`config.mk`:
```
export PLATFORM = sky130hd
export DESIGN_NAME = arff_ctrl
export DESIGN_NICKNAME = d
export VERILOG_FILES = /design/src/sv/arff_pkg.sv /design/src/sv/arff_ctrl.sv
export SDC_FILE = /design/constraint.sdc
export NUM_CORES = 1
export LEC_CHECK = 0
export BUFFER_PORTS_ARGS = -buffer_cell sky130_fd_sc_hd__buf_2
export CAP_MARGIN = 20
export CORE_AREA = 2 2 39 41
export DETAILED_ROUTE_END_ITERATION = 16
export DIE_AREA = 0 0 41 43
export GPL_TIMING_DRIVEN = 0
export PLACE_DENSITY = 0.69
export SLEW_MARGIN = 20
export SYNTH_ARGS = -nofsm -noshare
export SYNTH_HDL_FRONTEND = slang
export SYNTH_SLANG_ARGS = --single-unit
```
`constraint.sdc`:
```
create_clock -name clk -period 1.55 [get_ports clk]
set_input_delay 0.0775 -clock clk [delete_from_list [all_inputs] [get_ports clk]]
set_output_delay 0.0775 -clock clk [all_outputs]
set_load 0.02 [all_outputs]
```
`src/sv/arff_pkg.sv`:
```
// ----------------------------------------------------------------------------
// arff_pkg: shared types and constants for the adaptive resampling frame FIFO
// Holds the defaults, register indexes, controller states and the command and
// status bundles that connect the controller to the datapath.
// ----------------------------------------------------------------------------
`default_nettype none

package arff_pkg;

  // Default sizes
  localparam int unsigned CAPACITY_FRAMES_DEF = 32768;
  localparam int unsigned MAX_POP_FRAMES_DEF  = 64;
  localparam int unsigned SAMPLE_BITS_DEF     = 24;

  // Fixed field widths
  localparam int PHASE_W    = 40;   // Q12.28 read phase
  localparam int FRAC_W     = 28;
  localparam int RATIO_W    = 32;   // Q4.28 ratio
  localparam int TARGET_W   = 16;
  localparam int REQ_W      = 7;
  localparam int CFG_IDX_W  = 2;
  localparam int CFG_DATA_W = 32;
  localparam int DVS_W      = 24;   // divisor width, holds 250 * 65535

  // Register reset values
  localparam logic [RATIO_W-1:0]  BASE_RATIO_RST   = 32'h1000_0000;
  localparam logic [TARGET_W-1:0] TARGET_FILL_RST  = 16'd576;
  localparam logic [TARGET_W-1:0] STARTUP_FILL_RST = 16'd192;

  // Register indexes
  localparam logic [CFG_IDX_W-1:0] REG_BASE_RATIO   = 2'd0;
  localparam logic [CFG_IDX_W-1:0] REG_TARGET_FILL  = 2'd1;
  localparam logic [CFG_IDX_W-1:0] REG_STARTUP_FILL = 2'd2;

  // Operation codes
  localparam logic OP_PUSH = 1'b0;
  localparam logic OP_POP  = 1'b1;

  // Rate correction constants: gain 0.004 = 1/250, clamp 0.01 = 1/100
  localparam int DROP_MARGIN = 1024;
  localparam int CORR_DIV    = 250;
  localparam int CORR_HALF   = 125;
  localparam int CLAMP_DIV   = 100;
  localparam int CLAMP_HALF  = 50;
  localparam int CLAMP_NUM   = 5;   // clamp when 2*|d| > 5*t

  typedef enum logic [3:0] {
    ST_IDLE,
    ST_CHECK,
    ST_CORR,
    ST_DIV_GO,
    ST_DIV_WAIT,
    ST_RATIO,
    ST_TEST,
    ST_RD0,
    ST_RD1,
    ST_MUL,
    ST_EMIT,
    ST_CONSUME,
    ST_INVALID
  } state_t;

  typedef struct packed {
    logic push;
    logic latch;
    logic arm;
    logic drop;
    logic corr;
    logic div_start;
    logic ratio;
    logic rd1;
    logic mul;
    logic emit;
    logic consume;
    logic invalid;
  } cmd_t;

  typedef struct packed {
    logic n_zero;
    logic armed;
    logic below_start;
    logic below_two;
    logic can_read;
    logic div_busy;
    logic out_free;
    logic last_f;
    logic none_produced;
  } sts_t;

endpackage

`default_nettype wire

```
`src/sv/arff_ctrl.sv`:
```
// ----------------------------------------------------------------------------
// arff_ctrl: pop sequencer
// Accepts pushes in idle, walks a pop through arm/drop checks, ratio
// correction, per-frame reads and interpolation, then phase consumption.
// ----------------------------------------------------------------------------
`default_nettype none

module arff_ctrl import arff_pkg::*; (
  input  wire logic clk,
  input  wire logic rst,
  input  wire logic in_valid,
  input  wire logic operation,
  output logic      in_stall,
  input  wire sts_t sts,
  input  wire logic over_drop,
  output cmd_t      cmd
);

  state_t state;
  state_t state_next;
  logic   go_on;

  // pop passes the arm check
  assign go_on = !sts.n_zero && (sts.armed || !sts.below_start);

  always_ff @(posedge clk) begin
    if (rst) state <= ST_IDLE;
    else     state <= state_next;
  end

  // next state
  always_comb begin
    state_next = state;
    case (state)
      ST_IDLE:     if (in_valid && operation == OP_POP) state_next = ST_CHECK;
      ST_CHECK: begin
        if (!go_on || sts.below_two) state_next = ST_INVALID;
        else                         state_next = ST_CORR;
      end
      ST_CORR:     state_next = ST_DIV_GO;
      ST_DIV_GO:   state_next = ST_DIV_WAIT;
      ST_DIV_WAIT: if (!sts.div_busy) state_next = ST_RATIO;
      ST_RATIO:    state_next = ST_TEST;
      ST_TEST:     state_next = sts.can_read ? ST_RD0 : ST_CONSUME;
      ST_RD0:      state_next = ST_RD1;
      ST_RD1:      state_next = ST_MUL;
      ST_MUL:      state_next = ST_EMIT;
      ST_EMIT:     if (sts.out_free) state_next = sts.last_f ? ST_CONSUME : ST_RD0;
      ST_CONSUME:  state_next = sts.none_produced ? ST_INVALID : ST_IDLE;
      ST_INVALID:  if (sts.out_free) state_next = ST_IDLE;
      default:     state_next = ST_IDLE;
    endcase
  end

  // commands
  always_comb begin
    cmd      = '0;
    in_stall = 1'b1;
    case (state)
      ST_IDLE: begin
        in_stall  = 1'b0;
        cmd.push  = in_valid && operation == OP_PUSH;
        cmd.latch = in_valid && operation == OP_POP;
      end
      ST_CHECK: begin
        cmd.arm  = go_on;
        cmd.drop = go_on && !sts.below_two && over_drop;
      end
      ST_CORR:    cmd.corr = 1'b1;
      ST_DIV_GO:  cmd.div_start = 1'b1;
      ST_RATIO:   cmd.ratio = 1'b1;
      ST_RD1:     cmd.rd1 = 1'b1;
      ST_MUL:     cmd.mul = 1'b1;
      ST_EMIT:    cmd.emit = sts.out_free;
      ST_CONSUME: cmd.consume = 1'b1;
      ST_INVALID: cmd.invalid = sts.out_free;
      default: ;
    endcase
  end

endmodule

`default_nettype wire

```
==> metrics <==
Mapped Cells 62; # rows 14; Setup crit start state[3]$_SDFFE_PP0P_; Die W 41 µm; hold-fix buffers at CTS 0; placer's final routability congestion estimate 0.715; worst setup path class flop to primary output; Fin. Hold Viols 0; number of fillers in the final layout 146; FF-to-FF setup slack 0.24 ns; simple-gate portion of the synthesized area 50.8%; registers with the highest flip-flop counts state x4; commonest non-fill, non-tap cell in the layout sky130_fd_sc_hd__buf_2; Hold Startpoint rst; final routed wirelength across all metal layers 1280 µm; post-synthesis net count 76; global-route wire length before repair 1970 µm; synthesis-stage register bit count 4; switching power 0.482 mW; area used by multi-input combinational logic 365 µm²; time the worst path needs with I/O delays and setup 1.48 ns; proportion of power drawn by combinational gates 69.0%; commonest non-fill, non-tap cells in the layout sky130_fd_sc_hd__buf_2, sky130_fd_sc_hd__nor2_1, sky130_fd_sc_hd__nand2_1; maximum fanout along the worst path 4; internal power 0.518 mW; Synth top area share 16.2%; via count of the first global-routing pass 467; drt first pass iters 4; half-perimeter wire length after detailed placement 1010 µm; number of clock sinks 4; CTS tree done; count of nets left with antenna violations after detail routing 0; net count of the finished layout 107; Critical Path Start Type flop; unrepaired setup endpoints after global routing no; max-cap violations 0; area fraction in compound gates after synthesis 21.7%; clock transition at the register clock pins on the worst setup and hold paths after CTS 0.04 ns; clock insertion delay at the later pin of the skew report 0.24 ns; async set-or-reset flop fraction in the synthesized netlist 0%; Cell Area, Synth 495 µm²; Sequential Area 81.3 µm²; ratio of final minimum period to clock period 95.6%; final clock skew 0.00482 ns; kind of path behind the tightest hold check input pin to flop; clock tree buffer depth 2; Reg with most FFs state; Setup crit end cmd[9]; Yosys warning total 0; via total after detailed routing 562; placed inst area 646 µm²; antenna fix cells 0; DRC violations left 0; htree depth 1; Final setup viols 0; area growth from synthesis to final layout 36.4%; largest area contributor in the synthesized netlist sky130_fd_sc_hd__dfxtp_1; largest family of logic cells by synthesized area simple AND/OR/NAND/NOR gates; layout cells sized above 1 53.8%; R2R cell count 5; ratio of total power to cell area 1480 mW/mm²; initial standard-cell utilization of the core 35.8%; Lkg Pwr 0.311 nW; Seq pwr share 17.9%; Highest Clock Rate 0.675 GHz; Least-Margin Pin Slew 0.418 ns; endpoint kind of the worst setup timing path primary output; core utilization of the finished layout 48.8%; Worst Path Required 1.47 ns; maximum number of pins on one net before global-route repair 11; overall overflow remaining after global route 0; status finished, final reports clean; DR vias/cell 5.25; synthesized-area fraction occupied by adder cells 0%; final setup TNS 0 ns; antenna violations before repair 0; count of input and output buffers 26; placeable core region 0.00138 mm²; number of buffers inserted during clock tree synthesis 3; number of placed I/O pins 27; Max-slew headroom 71.8%; post-synthesis average cell area 7.99 µm²; Data arrival, critical path 1.40 ns; top area cells in the synthesized netlist sky130_fd_sc_hd__dfxtp_1, sky130_fd_sc_hd__buf_6, sky130_fd_sc_hd__nand2b_1, sky130_fd_sc_hd__nor2_1, sky130_fd_sc_hd__nor4_4; Post-Synth XOR/XNOR Area 0%; initial detailed-routing violation count 10; sequential area share after synthesis 16.2%; beginning of the worst register-to-register path state[2]$_SDFFE_PP0P_; clock power share 13.1%; final design instance area without fill 676 µm²; Worst IR Drop VDD 0.725 mV; switching part of the total power 48.2%; number of distinct library cells after synthesis 34; die height 43 µm; area enclosed by the die boundary 0.00176 mm²; leading register cell type out of synthesis sky130_fd_sc_hd__dfxtp_1; worst r2r dst state[2]$_SDFFE_PP0P_; number of enable-type register cells in the synthesized netlist 0; post-synthesis mux area share 0%; number of flip-flops in the largest register 4; Clock Root Buffer sky130_fd_sc_hd__clkbuf_4; post-DR wirelength/cell 12.0 µm; GRT Util Overall 16.0%; Pins Over Slew Limit 0
final cells by class:
type	instances	area share [%]
Clock buffer	3	3.33
Sequential cell	4	12.0
Multi-Input combinational cell	51	54.1
Buffer	4	6.67
Tap cell	16	2.96
Inverter	3	1.67
Timing Repair Buffer	26	19.3
critical path, stage by stage (launching register included):
cell                       delay (ns)
sky130_fd_sc_hd__dfxtp_1         0.32
sky130_fd_sc_hd__nand2b_1        0.23
sky130_fd_sc_hd__nor3_4          0.19
sky130_fd_sc_hd__nor3b_1         0.22
sky130_fd_sc_hd__buf_2           0.20
power by group through the flow:
stage / combinational [mW] / clock (mW) / sequential [mW]
6_report: 0.690 / 0.131 / 0.179
5_1_grt: 0.746 / 0.143 / 0.184
4_1_cts: 0.677 / 0.137 / 0.176
3_5_place_dp: 0.676 / 0 / 0.178
3_3_place_gp: 0.667 / 0 / 0.177
2_1_floorplan: 0.525 / 0 / 0.171
cell usage after synthesis (2+ instances only):
library cell and n:
sky130_fd_sc_hd__nor2b_1 2, sky130_fd_sc_hd__a31oi_1 2, sky130_fd_sc_hd__buf_6 4, sky130_fd_sc_hd__a21oi_1 2
sky130_fd_sc_hd__nand2_1 5, sky130_fd_sc_hd__o21ai_0 2, sky130_fd_sc_hd__nor2_1 6, sky130_fd_sc_hd__nor3_1 4
sky130_fd_sc_hd__nand2b_1 4, sky130_fd_sc_hd__and3_1 3, sky130_fd_sc_hd__dfxtp_1 4, sky130_fd_sc_hd__inv_2 2
worst min path at each step:
stage	end	depth (start not counted)
global route	state[3]$_SDFFE_PP0P_	2
floorplan	state[3]$_SDFFE_PP0P_	1
finish	state[3]$_SDFFE_PP0P_	2
global placement	state[3]$_SDFFE_PP0P_	2
CTS	state[3]$_SDFFE_PP0P_	2
detailed placement	state[3]$_SDFFE_PP0P_	2
cells by family (layout without fill, tap and decap cells):
family                 after synthesis  count (layout)
AND/OR/NAND/NOR                     38              38
AO/OA/AOI/OAI                       13              13
flip-flops                           4               4
buffers and inverters                7              36
per-stage QoR:
stage | worst slack, ns | instances | power [mW] | hold slack [ns]
after floorplan | 0.218 | 62 | 0.697 | 0.147
after global placement | 0.251 | 104 | 0.845 | 0.294
after detailed placement | 0.250 | 104 | 0.854 | 0.286
after CTS | 0.0225 | 107 | 0.990 | 0.0347
after global routing | 0.0248 | 107 | 1.07 | 0.0548
final | 0.0680 | 107 | 1.00 | 0.0399
metal layers:
layer,GRT usage [%],up-vias,part of all wire [%]
li1,-,282,-
met1,19.7,262,43
met2,25.0,15,51
met3,5.24,3,4.5
met4,5.33,0,0.63
met5,0,-,0
timing repair:
| item | 4_1_cts | 5_1_grt |
|---|---|---|
| setup endpoints to repair | 0 | 1 |
| gates resized for setup | 0 | 2 |
| setup buffers | 0 | 0 |
No activity file was read; power rests on OpenSTA's default activity.
